==> src/design/tpm_pkg.sv <==
// shared types, widths and helpers of the ternary pattern memory match block
// no dependencies; used by tpm_lane, tpm_merge_tree and the top level
`default_nettype none

package tpm_pkg;

    localparam int ELEM_COUNT     = 8;
    localparam int ELEM_W         = 2;
    localparam int PAT_W          = ELEM_COUNT * ELEM_W;
    localparam int SCORE_W        = 5;
    localparam int ACT_W          = 4;
    localparam int SLOT_IDX_W     = 4;
    localparam int OUT_DATA_W     = 16;
    localparam int SLOT_COUNT_DEF = 16;

    localparam logic REQ_QUERY = 1'b0;
    localparam logic REQ_STORE = 1'b1;

    typedef struct packed {
        logic                         have;
        logic signed [SCORE_W-1:0]    score;
        logic [ACT_W-1:0]             active;
        logic [SLOT_IDX_W-1:0]        slot;
    } t_node;

    typedef struct packed {
        logic                         found;
        logic                         full;
        logic signed [SCORE_W-1:0]    score;
        logic [ACT_W-1:0]             active;
        logic [SLOT_IDX_W-1:0]        slot;
    } t_result;

    function automatic int tree_depth(input int slots);
        return (slots > 1) ? $clog2(slots) : 0;
    endfunction

    // right replaces left when right has a node and left has none, or on a strictly greater ratio
    function automatic t_node pick(input t_node l, input t_node r);
        logic signed [SCORE_W+ACT_W:0] prod_r;
        logic signed [SCORE_W+ACT_W:0] prod_l;
        logic                          better;
        prod_r = r.score * $signed({1'b0, l.active});
        prod_l = l.score * $signed({1'b0, r.active});
        better = r.have && (!l.have || (prod_r > prod_l));
        return better ? r : l;
    endfunction

endpackage

`default_nettype wire

==> src/design/tpm_lane.sv <==
// one scoring lane: compares the query against one stored slot
// depends on tpm_pkg
`default_nettype none

module tpm_lane (
    input  wire logic [tpm_pkg::PAT_W-1:0]      i_query,
    input  wire logic [tpm_pkg::PAT_W-1:0]      i_word,
    input  wire logic                           i_valid,
    input  wire logic [tpm_pkg::SLOT_IDX_W-1:0] i_slot,
    output tpm_pkg::t_node                      o_node
);
    import tpm_pkg::*;

    logic signed [SCORE_W-1:0] score_sum;
    logic [ACT_W-1:0]          active_cnt;
    logic [ELEM_W-1:0]         q_code;
    logic [ELEM_W-1:0]         w_code;
    logic                      have;

    always_comb begin
        score_sum  = '0;
        active_cnt = '0;
        q_code     = '0;
        w_code     = '0;
        for (int e = 0; e < ELEM_COUNT; e++) begin
            q_code = i_query[e*ELEM_W +: ELEM_W];
            w_code = i_word[e*ELEM_W +: ELEM_W];
            if ((q_code != '0) || (w_code != '0)) begin
                active_cnt = active_cnt + ACT_W'(1);
                if (q_code == w_code) begin
                    score_sum = score_sum + SCORE_W'(1);
                end else begin
                    score_sum = score_sum - SCORE_W'(1);
                end
            end
        end
    end

    assign have = i_valid && (active_cnt != '0);

    always_comb begin
        o_node.have   = have;
        o_node.score  = have ? score_sum : '0;
        o_node.active = have ? active_cnt : '0;
        o_node.slot   = have ? i_slot : '0;
    end

endmodule

`default_nettype wire

==> src/design/tpm_merge_tree.sv <==
// registered compare tree that merges the lane results into the best slot
// depends on tpm_pkg (node type, ratio compare, tree depth)
`default_nettype none

module tpm_merge_tree #(
    parameter int SLOT_COUNT = tpm_pkg::SLOT_COUNT_DEF
) (
    input  wire logic                               i_clk,
    input  wire tpm_pkg::t_node [SLOT_COUNT-1:0]    i_leaf,
    output tpm_pkg::t_node                          o_root
);
    import tpm_pkg::*;

    localparam int LEVELS = tree_depth(SLOT_COUNT);
    localparam int LEAVES = 1 << LEVELS;
    localparam int NODES  = 2 * LEAVES - 1;

    t_node r_node [NODES];
    t_node leaf_pad [LEAVES];

    for (genvar s = 0; s < LEAVES; s++) begin : g_pad
        if (s < SLOT_COUNT) begin : g_used
            assign leaf_pad[s] = i_leaf[s];
        end else begin : g_empty
            assign leaf_pad[s] = '0;
        end
    end

    // heap layout: node i has children 2i+1 and 2i+2, leaves at the end
    always_ff @(posedge i_clk) begin
        for (int i = 0; i < LEAVES - 1; i++) begin
            r_node[i] <= pick(r_node[2*i+1], r_node[2*i+2]);
        end
        for (int s = 0; s < LEAVES; s++) begin
            r_node[LEAVES-1+s] <= leaf_pad[s];
        end
    end

    assign o_root = r_node[0];

endmodule

`default_nettype wire

==> src/design/ternary_pattern_memory_match.sv <==
// ternary pattern memory with best-match query: slot store, lanes, merge tree, control
// depends on tpm_pkg, tpm_lane and tpm_merge_tree
//
// usage
// - requests enter on the s_axis channel: tuser = request kind (0 query, 1 store),
//   tdata = eight 2-bit ternary elements, element 0 in the lowest bits
// - one result per request leaves on the m_axis channel: tuser = {table_full, found},
//   tdata = {3'b0, slot_index, best_active, best_score}
// - a store writes the pattern into the lowest free slot in the busy state after
//   acceptance; its result is loaded into the output register in the same cycle
// - a query scores all slots at once, one lane per slot, then a registered compare
//   tree of clog2(SLOT_COUNT) levels picks the best ratio; the result is loaded into the
//   output register once the counter shows that the tree root holds it
// - one request is in flight at a time; the next is accepted in the cycle its
//   predecessor's result is taken or any later cycle
// - the output register holds its result while the receiver stalls, and no
//   new request is taken until the result is taken
// - reset clears all slot valid marks, so the store reads as empty
`default_nettype none

module ternary_pattern_memory_match #(
    parameter int SLOT_COUNT = tpm_pkg::SLOT_COUNT_DEF
) (
    input  wire logic                               i_clk,
    input  wire logic                               i_rst_n,
    input  wire logic                               i_s_axis_tvalid,
    output logic                                    o_s_axis_tready,
    // elem_0 .. elem_7, 2 bits each
    input  wire logic [tpm_pkg::PAT_W-1:0]          i_s_axis_tdata,
    // req_type
    input  wire logic                               i_s_axis_tuser,
    output logic                                    o_m_axis_tvalid,
    input  wire logic                               i_m_axis_tready,
    // best_score[4:0], best_active[8:5], slot_index[12:9], zero fill
    output logic [tpm_pkg::OUT_DATA_W-1:0]          o_m_axis_tdata,
    // found[0], table_full[1]
    output logic [1:0]                              o_m_axis_tuser
);
    import tpm_pkg::*;

    localparam int DEPTH = tree_depth(SLOT_COUNT);
    localparam int CNT_W = $clog2(DEPTH + 2);

    typedef enum logic [1:0] {
        S_IDLE = 2'b01,
        S_BUSY = 2'b10
    } t_state;

    t_state                  r_state;
    logic [CNT_W-1:0]        r_cnt;
    logic                    r_req_type;
    logic [PAT_W-1:0]        r_query;
    logic [SLOT_COUNT-1:0]   r_valid;
    logic [PAT_W-1:0]        r_pat [SLOT_COUNT];
    logic                    r_out_valid;
    t_result                 r_out;

    logic                    s_accept;
    logic                    m_accept;
    logic [SLOT_COUNT-1:0]   free_vec;
    logic [SLOT_COUNT-1:0]   free_onehot;
    logic [SLOT_IDX_W-1:0]   free_slot;
    logic                    table_full;
    logic                    do_store;
    logic                    query_done;
    logic                    load_out;
    t_result                 n_out;
    wire t_node [SLOT_COUNT-1:0] lane_node;
    t_node                   root;

    assign s_accept        = i_s_axis_tvalid && o_s_axis_tready;
    assign m_accept        = r_out_valid && i_m_axis_tready;
    assign o_s_axis_tready = (r_state == S_IDLE) && (!r_out_valid || i_m_axis_tready);

    // lowest free slot
    assign free_vec    = ~r_valid;
    assign free_onehot = free_vec & (~free_vec + SLOT_COUNT'(1));
    assign table_full  = (free_vec == '0);

    always_comb begin
        free_slot = '0;
        for (int s = 0; s < SLOT_COUNT; s++) begin
            if (free_onehot[s]) begin
                free_slot = free_slot | SLOT_IDX_W'(s);
            end
        end
    end

    for (genvar s = 0; s < SLOT_COUNT; s++) begin : g_lane
        tpm_lane u_lane (
            .i_query (r_query),
            .i_word  (r_pat[s]),
            .i_valid (r_valid[s]),
            .i_slot  (SLOT_IDX_W'(s)),
            .o_node  (lane_node[s])
        );
    end

    tpm_merge_tree #(
        .SLOT_COUNT (SLOT_COUNT)
    ) u_merge (
        .i_clk  (i_clk),
        .i_leaf (lane_node),
        .o_root (root)
    );

    assign do_store   = (r_state == S_BUSY) && (r_req_type == REQ_STORE);
    assign query_done = (r_state == S_BUSY) && (r_req_type == REQ_QUERY)
                        && (r_cnt == CNT_W'(DEPTH + 1));
    assign load_out   = do_store || query_done;

    always_comb begin
        n_out = '0;
        if (r_req_type == REQ_STORE) begin
            n_out.found = !table_full;
            n_out.full  = table_full;
            n_out.slot  = table_full ? '0 : free_slot;
        end else begin
            n_out.found  = root.have;
            n_out.score  = root.score;
            n_out.active = root.active;
            n_out.slot   = root.slot;
        end
    end

    always_ff @(posedge i_clk) begin
        if (!i_rst_n) begin
            r_state     <= S_IDLE;
            r_cnt       <= '0;
            r_valid     <= '0;
            r_out_valid <= 1'b0;
        end else begin
            if (m_accept) begin
                r_out_valid <= 1'b0;
            end
            case (r_state)
                S_IDLE: begin
                    if (s_accept) begin
                        r_cnt   <= '0;
                        r_state <= S_BUSY;
                    end
                end
                S_BUSY: begin
                    if (load_out) begin
                        r_out_valid <= 1'b1;
                        r_state     <= S_IDLE;
                        if (do_store) begin
                            r_valid <= r_valid | free_onehot;
                        end
                    end else begin
                        r_cnt <= r_cnt + CNT_W'(1);
                    end
                end
                default: begin
                    r_state <= S_IDLE;
                end
            endcase
        end
    end

    // a slot is only ever written while free; stale content is never cleared but is masked by its valid mark
    always_ff @(posedge i_clk) begin
        if (s_accept) begin
            r_req_type <= i_s_axis_tuser;
            r_query    <= i_s_axis_tdata;
        end
        for (int s = 0; s < SLOT_COUNT; s++) begin
            if (do_store && free_onehot[s]) begin
                r_pat[s] <= r_query;
            end
        end
        if (load_out) begin
            r_out <= n_out;
        end
    end

    assign o_m_axis_tvalid = r_out_valid;
    assign o_m_axis_tdata  = {(OUT_DATA_W - SLOT_IDX_W - ACT_W - SCORE_W)'(0),
                              r_out.slot, r_out.active, r_out.score};
    assign o_m_axis_tuser  = {r_out.full, r_out.found};

    a_out_after_busy : assert property (@(posedge i_clk) disable iff (!i_rst_n)
        $rose(r_out_valid) |-> $past(r_state == S_BUSY))
        else $error("result appeared without a request in progress");

    a_no_accept_busy : assert property (@(posedge i_clk) disable iff (!i_rst_n)
        (r_state == S_BUSY) |-> !o_s_axis_tready)
        else $error("request accepted while busy");

    a_found_xor_full : assert property (@(posedge i_clk) disable iff (!i_rst_n)
        r_out_valid |-> !(r_out.found && r_out.full))
        else $error("result both found and table full");

    a_full_means_full : assert property (@(posedge i_clk) disable iff (!i_rst_n)
        (r_out_valid && r_out.full) |-> (r_valid == '1))
        else $error("table full reported with a free slot");

    a_store_marks_slot : assert property (@(posedge i_clk) disable iff (!i_rst_n)
        (do_store && !table_full) |=> ($countones(r_valid) == $countones($past(r_valid)) + 1))
        else $error("store did not claim exactly one slot");

endmodule

`default_nettype wire
==> config.mk <==
export PLATFORM = sky130hd
export DESIGN_NAME = ternary_pattern_memory_match
export DESIGN_NICKNAME = d
export VERILOG_FILES = /design/src/design/tpm_pkg.sv /design/src/design/tpm_lane.sv /design/src/design/tpm_merge_tree.sv /design/src/design/ternary_pattern_memory_match.sv
export SDC_FILE = /design/constraint.sdc
export NUM_CORES = 2
export LEC_CHECK = 0
export BUFFER_PORTS_ARGS = -buffer_cell sky130_fd_sc_hd__buf_2
export CORE_MARGIN = 3
export CORE_UTILIZATION = 39
export CTS_CLUSTER_SIZE = 28
export DETAILED_ROUTE_END_ITERATION = 16
export PLACE_DENSITY = 0.58
export RECOVER_POWER = 25
export SLEW_MARGIN = 20
export SYNTH_ARGS = -nofsm -noshare
export SYNTH_HDL_FRONTEND = slang
export SYNTH_HIERARCHICAL = 1
export SYNTH_SLANG_ARGS = --single-unit
==> constraint.sdc <==
create_clock -name i_clk -period 11.08 [get_ports i_clk]
set_input_delay 0.554 -clock i_clk [delete_from_list [all_inputs] [get_ports i_clk]]
set_output_delay 0.554 -clock i_clk [all_outputs]
set_load 0.005 [all_outputs]
==> results.json <==
{
  "antenna_found_initial": 9,
  "yosys_register_bits": 744,
  "rows": 169,
  "violations": "capacitance limit, slew limit",
  "period_needed_ns": 9.64,
  "drt_first_iter_violations": 3069,
  "multi_input_area_um2": 60500,
  "stdcell_count": 12100,
  "layout-drive-gt1-share_pct": 8.29,
  "tightest_slew_ns": 4.55,
  "synth_edf_count": 288,
  "max_freq_mhz": 104,
  "setup_viol": 0,
  "ys_warn_count": 6,
  "dr_total_vias": 62100,
  "register_area_um2": 17800,
  "cp_max_fo": 27,
  "arrival_ns": 10.29,
  "synth_ff_type": "dfxtp_1",
  "overflow": 0,
  "powerDensity_nw_per_um2": 151,
  "wl_um": 196000,
  "clock_skew_ns": 0.0268,
  "wire_per_inst_um": 16.1,
  "dp_cells": 11900,
  "ios": 41,
  "syn_to_final_growth_pct": 8.21,
  "status": "complete, but fails checks",
  "worstSetupEndpointType": "flop",
  "vias_per_cell": 5.11,
  "cts_root_buf": "clkbuf_16",
  "fp.dieH_um": 470,
  "h-tree-depth": 3,
  "slowest_delay_ns": 1.17,
  "fillers": 20600,
  "start_util_pct": 39.4,
  "worst_ep_required_time_ns": 11.73,
  "cts.path.max_buffers": 3,
  "start_kind": "flop",
  "clk_pin_slew_ns": 0.06,
  "first_global_vias": 62500,
  "remaining_drc_errors": 0,
  "cts_tree": "done",
  "mappedNetlistArea_um2": 83900,
  "ys_seq_area_share_pct": 21.2,
  "cts.sinks": 744,
  "cap_viol_max_count": 20,
  "worstSetupPathType": "flop to flop",
  "post-route-util_pct": 42.6,
  "rsz0062_at_grt": "false",
  "finalCritPeriodShare_pct": 87.0,
  "min-delay-path-class": "input pin to flop",
  "async_reset_ff_share_pct": 0,
  "max_slew_margin_pct": -204,
  "ir_worst_vdd_v": 0.000133,
  "drtAntennaViolNets": 0,
  "synth_cell_type_count": 99,
  "synth_cells": 9122,
  "place.gp.congestion": 0.869,
  "hold_viol_final": 0,
  "syn_avg_cell_area_um2": 9.19,
  "numCtsBuffers": 91,
  "grt.total_usage_pct": 17.6,
  "p_leak_uw": 0.0416,
  "clkLatencyLatePin_ns": 0.72,
  "dpl.hpwl_um": 158000,
  "slowest_stage": "clkbuf_1",
  "layout.nets": 10800,
  "drt_pass1_iterations": 8,
  "setup_tns_ns": 0,
  "slew_violations": 685,
  "die_x_um": 470,
  "portBuffers": 37,
  "grt_max_degree": 64,
  "dieArea_um2": 221000,
  "cts_setup_buffers": 0,
  "grt_first_pass_wirelength_um": 323000,
  "core_um2": 213000
}
==> critical path, delay by kind of cell (launching register included) <==
family | cells | cell delay [ns]
AO/OA/AOI/OAI | 8 | 1.73
XOR/XNOR | 6 | 1.24
flip-flops | 1 | 0.32
buffers and inverters | 3 | 1.90
adder cells (fa/ha/maj) | 8 | 2.95
AND/OR/NAND/NOR | 11 | 1.38
==> synthesized netlist by cell type, drive strengths merged, types with 12 or more instances <==
cell | n | share of area [%]
o2111a | 16 | 0.21
nor4 | 157 | 2.1
or3 | 92 | 0.70
ha | 1076 | 16
mux2i | 49 | 0.58
a211oi | 33 | 0.30
a21boi | 62 | 0.56
nand4 | 23 | 0.21
dfxtp | 456 | 11
and2 | 580 | 4.3
and3 | 52 | 0.40
or4 | 90 | 0.81
a21oi | 394 | 2.4
inv | 1347 | 6.0
edfxtp | 288 | 10
nand4b | 16 | 0.17
a2111oi | 12 | 0.13
o31a | 16 | 0.17
nand3 | 113 | 0.68
fa | 474 | 11
xor2 | 205 | 2.1
o211ai | 51 | 0.46
or3b | 16 | 0.17
o21ai | 365 | 2.2
a21o | 95 | 0.86
nand2 | 869 | 3.9
clkbuf | 89 | 0.40
buf | 79 | 0.64
nor3 | 84 | 0.65
o21a | 124 | 1.1
a31oi | 57 | 0.43
a31o | 12 | 0.13
o211a | 32 | 0.38
xnor2 | 658 | 7.2
or2 | 15 | 0.11
nand2b | 81 | 0.60
mux2 | 240 | 3.3
nor2 | 275 | 1.2
o41ai | 75 | 0.78
a221oi | 19 | 0.24
o21bai | 35 | 0.31
o221ai | 25 | 0.60
nor3b | 18 | 0.16
xnor3 | 75 | 2.1
nor2b | 117 | 0.89
==> layout by cell type, fill, tap and decap left out, types with 93 or more instances in the layout <==
| cell | netlist | layout |
|---|---|---|
| inv_1 | 1331 | 1331 |
| ha_1 | 1076 | 1076 |
| nand2_1 | 869 | 869 |
| xnor2_1 | 626 | 626 |
| and2_1 | 580 | 580 |
| fa_1 | 474 | 474 |
| dfxtp_1 | 456 | 456 |
| a21oi_1 | 394 | 394 |
| o21ai_0 | 343 | 343 |
| edfxtp_1 | 288 | 288 |
| nor2_1 | 274 | 273 |
| mux2_2 | 212 | 212 |
| xor2_1 | 205 | 205 |
| o21a_1 | 124 | 124 |
| nand3_1 | 112 | 112 |
| nor2b_1 | 112 | 112 |
| clkbuf_16 | 0 | 93 |
==> layout make-up <==
type	count	share of cell area, %
multi-input cells	6927	66.7
clock inverters	50	0.546
flip-flops and latches	744	19.6
repair buffers	126	0.895
inverters	1348	5.58
well taps	2821	3.89
diodes	6	0.0165
clock buffers	122	2.80
==> sequential cells by signal, summed over array words and instances, names as in the netlist <==
register,cells
r_state,2
r_cnt,3
o_m_axis_tuser,2
o_m_axis_tdata,13
u_merge/r_node,434
r_query,16
r_pat,256
r_req_type,1
r_valid,16
o_m_axis_tvalid,1
==> timing repair <==
item                                    in CTS  in global routing
hold buffers                                16                  0
hold endpoints to repair                    16                  0
endpoints found under the setup margin       0                  0
resized for setup                            0                  0
==> where the power goes <==
group | internal, uW | switching [uW]
Clock | 1730 | 1280
Combinational | 3820 | 3980
Sequential | 2860 | 24.6
Total | 8410 | 5280
==> routing by layer <==
layer  track usage, %  wire length (um)  up-vias
met5                0                 8        -
met3             1.75              6060      243
met1             23.6             92000    29900
met4             4.30              4630        2
li1                 -                 -    31100
met2             30.4             93000      851
==> path summary, 6_finish.rpt <==
check,start,endpoint,slack [ns],cells past startpoint
worst min-delay path,i_rst_n,r_state[0],0.13,2
worst max-delay path,r_query[3],u_merge/r_node[1][124],1.44,36
worst max register to register,r_query[3],u_merge/r_node[1][124],1.44,36
worst min register to register,u_merge/r_node[1][15],u_merge/r_node[0][113],0.45,1
==> kinds of logic (layout without fill, tap and decap cells) <==
kind of cell / after synthesis / count (layout) / share of synthesized area [%]
fa+ha+maj: 1550 / 1550 / 27.4
compound gates: 1473 / 1473 / 11.8
other cells: 2 / 73 / 0.00895
xor+xnor: 938 / 938 / 11.4
mux: 289 / 289 / 3.92
simple gates: 2610 / 2610 / 17.3
flops: 744 / 744 / 21.2
buf+inv: 1516 / 1646 / 7.07
==> metrics by stage <==
stage | total power [uW] | area [um^2] | hold WS (ns) | setup slack (ns)
after floorplan | 9340 | 84100 | 0.406 | 2.86
after global placement | 10400 | 87600 | 0.434 | 2.42
after detailed placement | 10700 | 87600 | 0.429 | 2.19
after CTS | 13800 | 90800 | 0.0613 | 2.15
after global routing | 14900 | 90700 | 0.0924 | 0.855
final | 13700 | 90700 | 0.134 | 1.44
(Power assumes the default switching activity.)
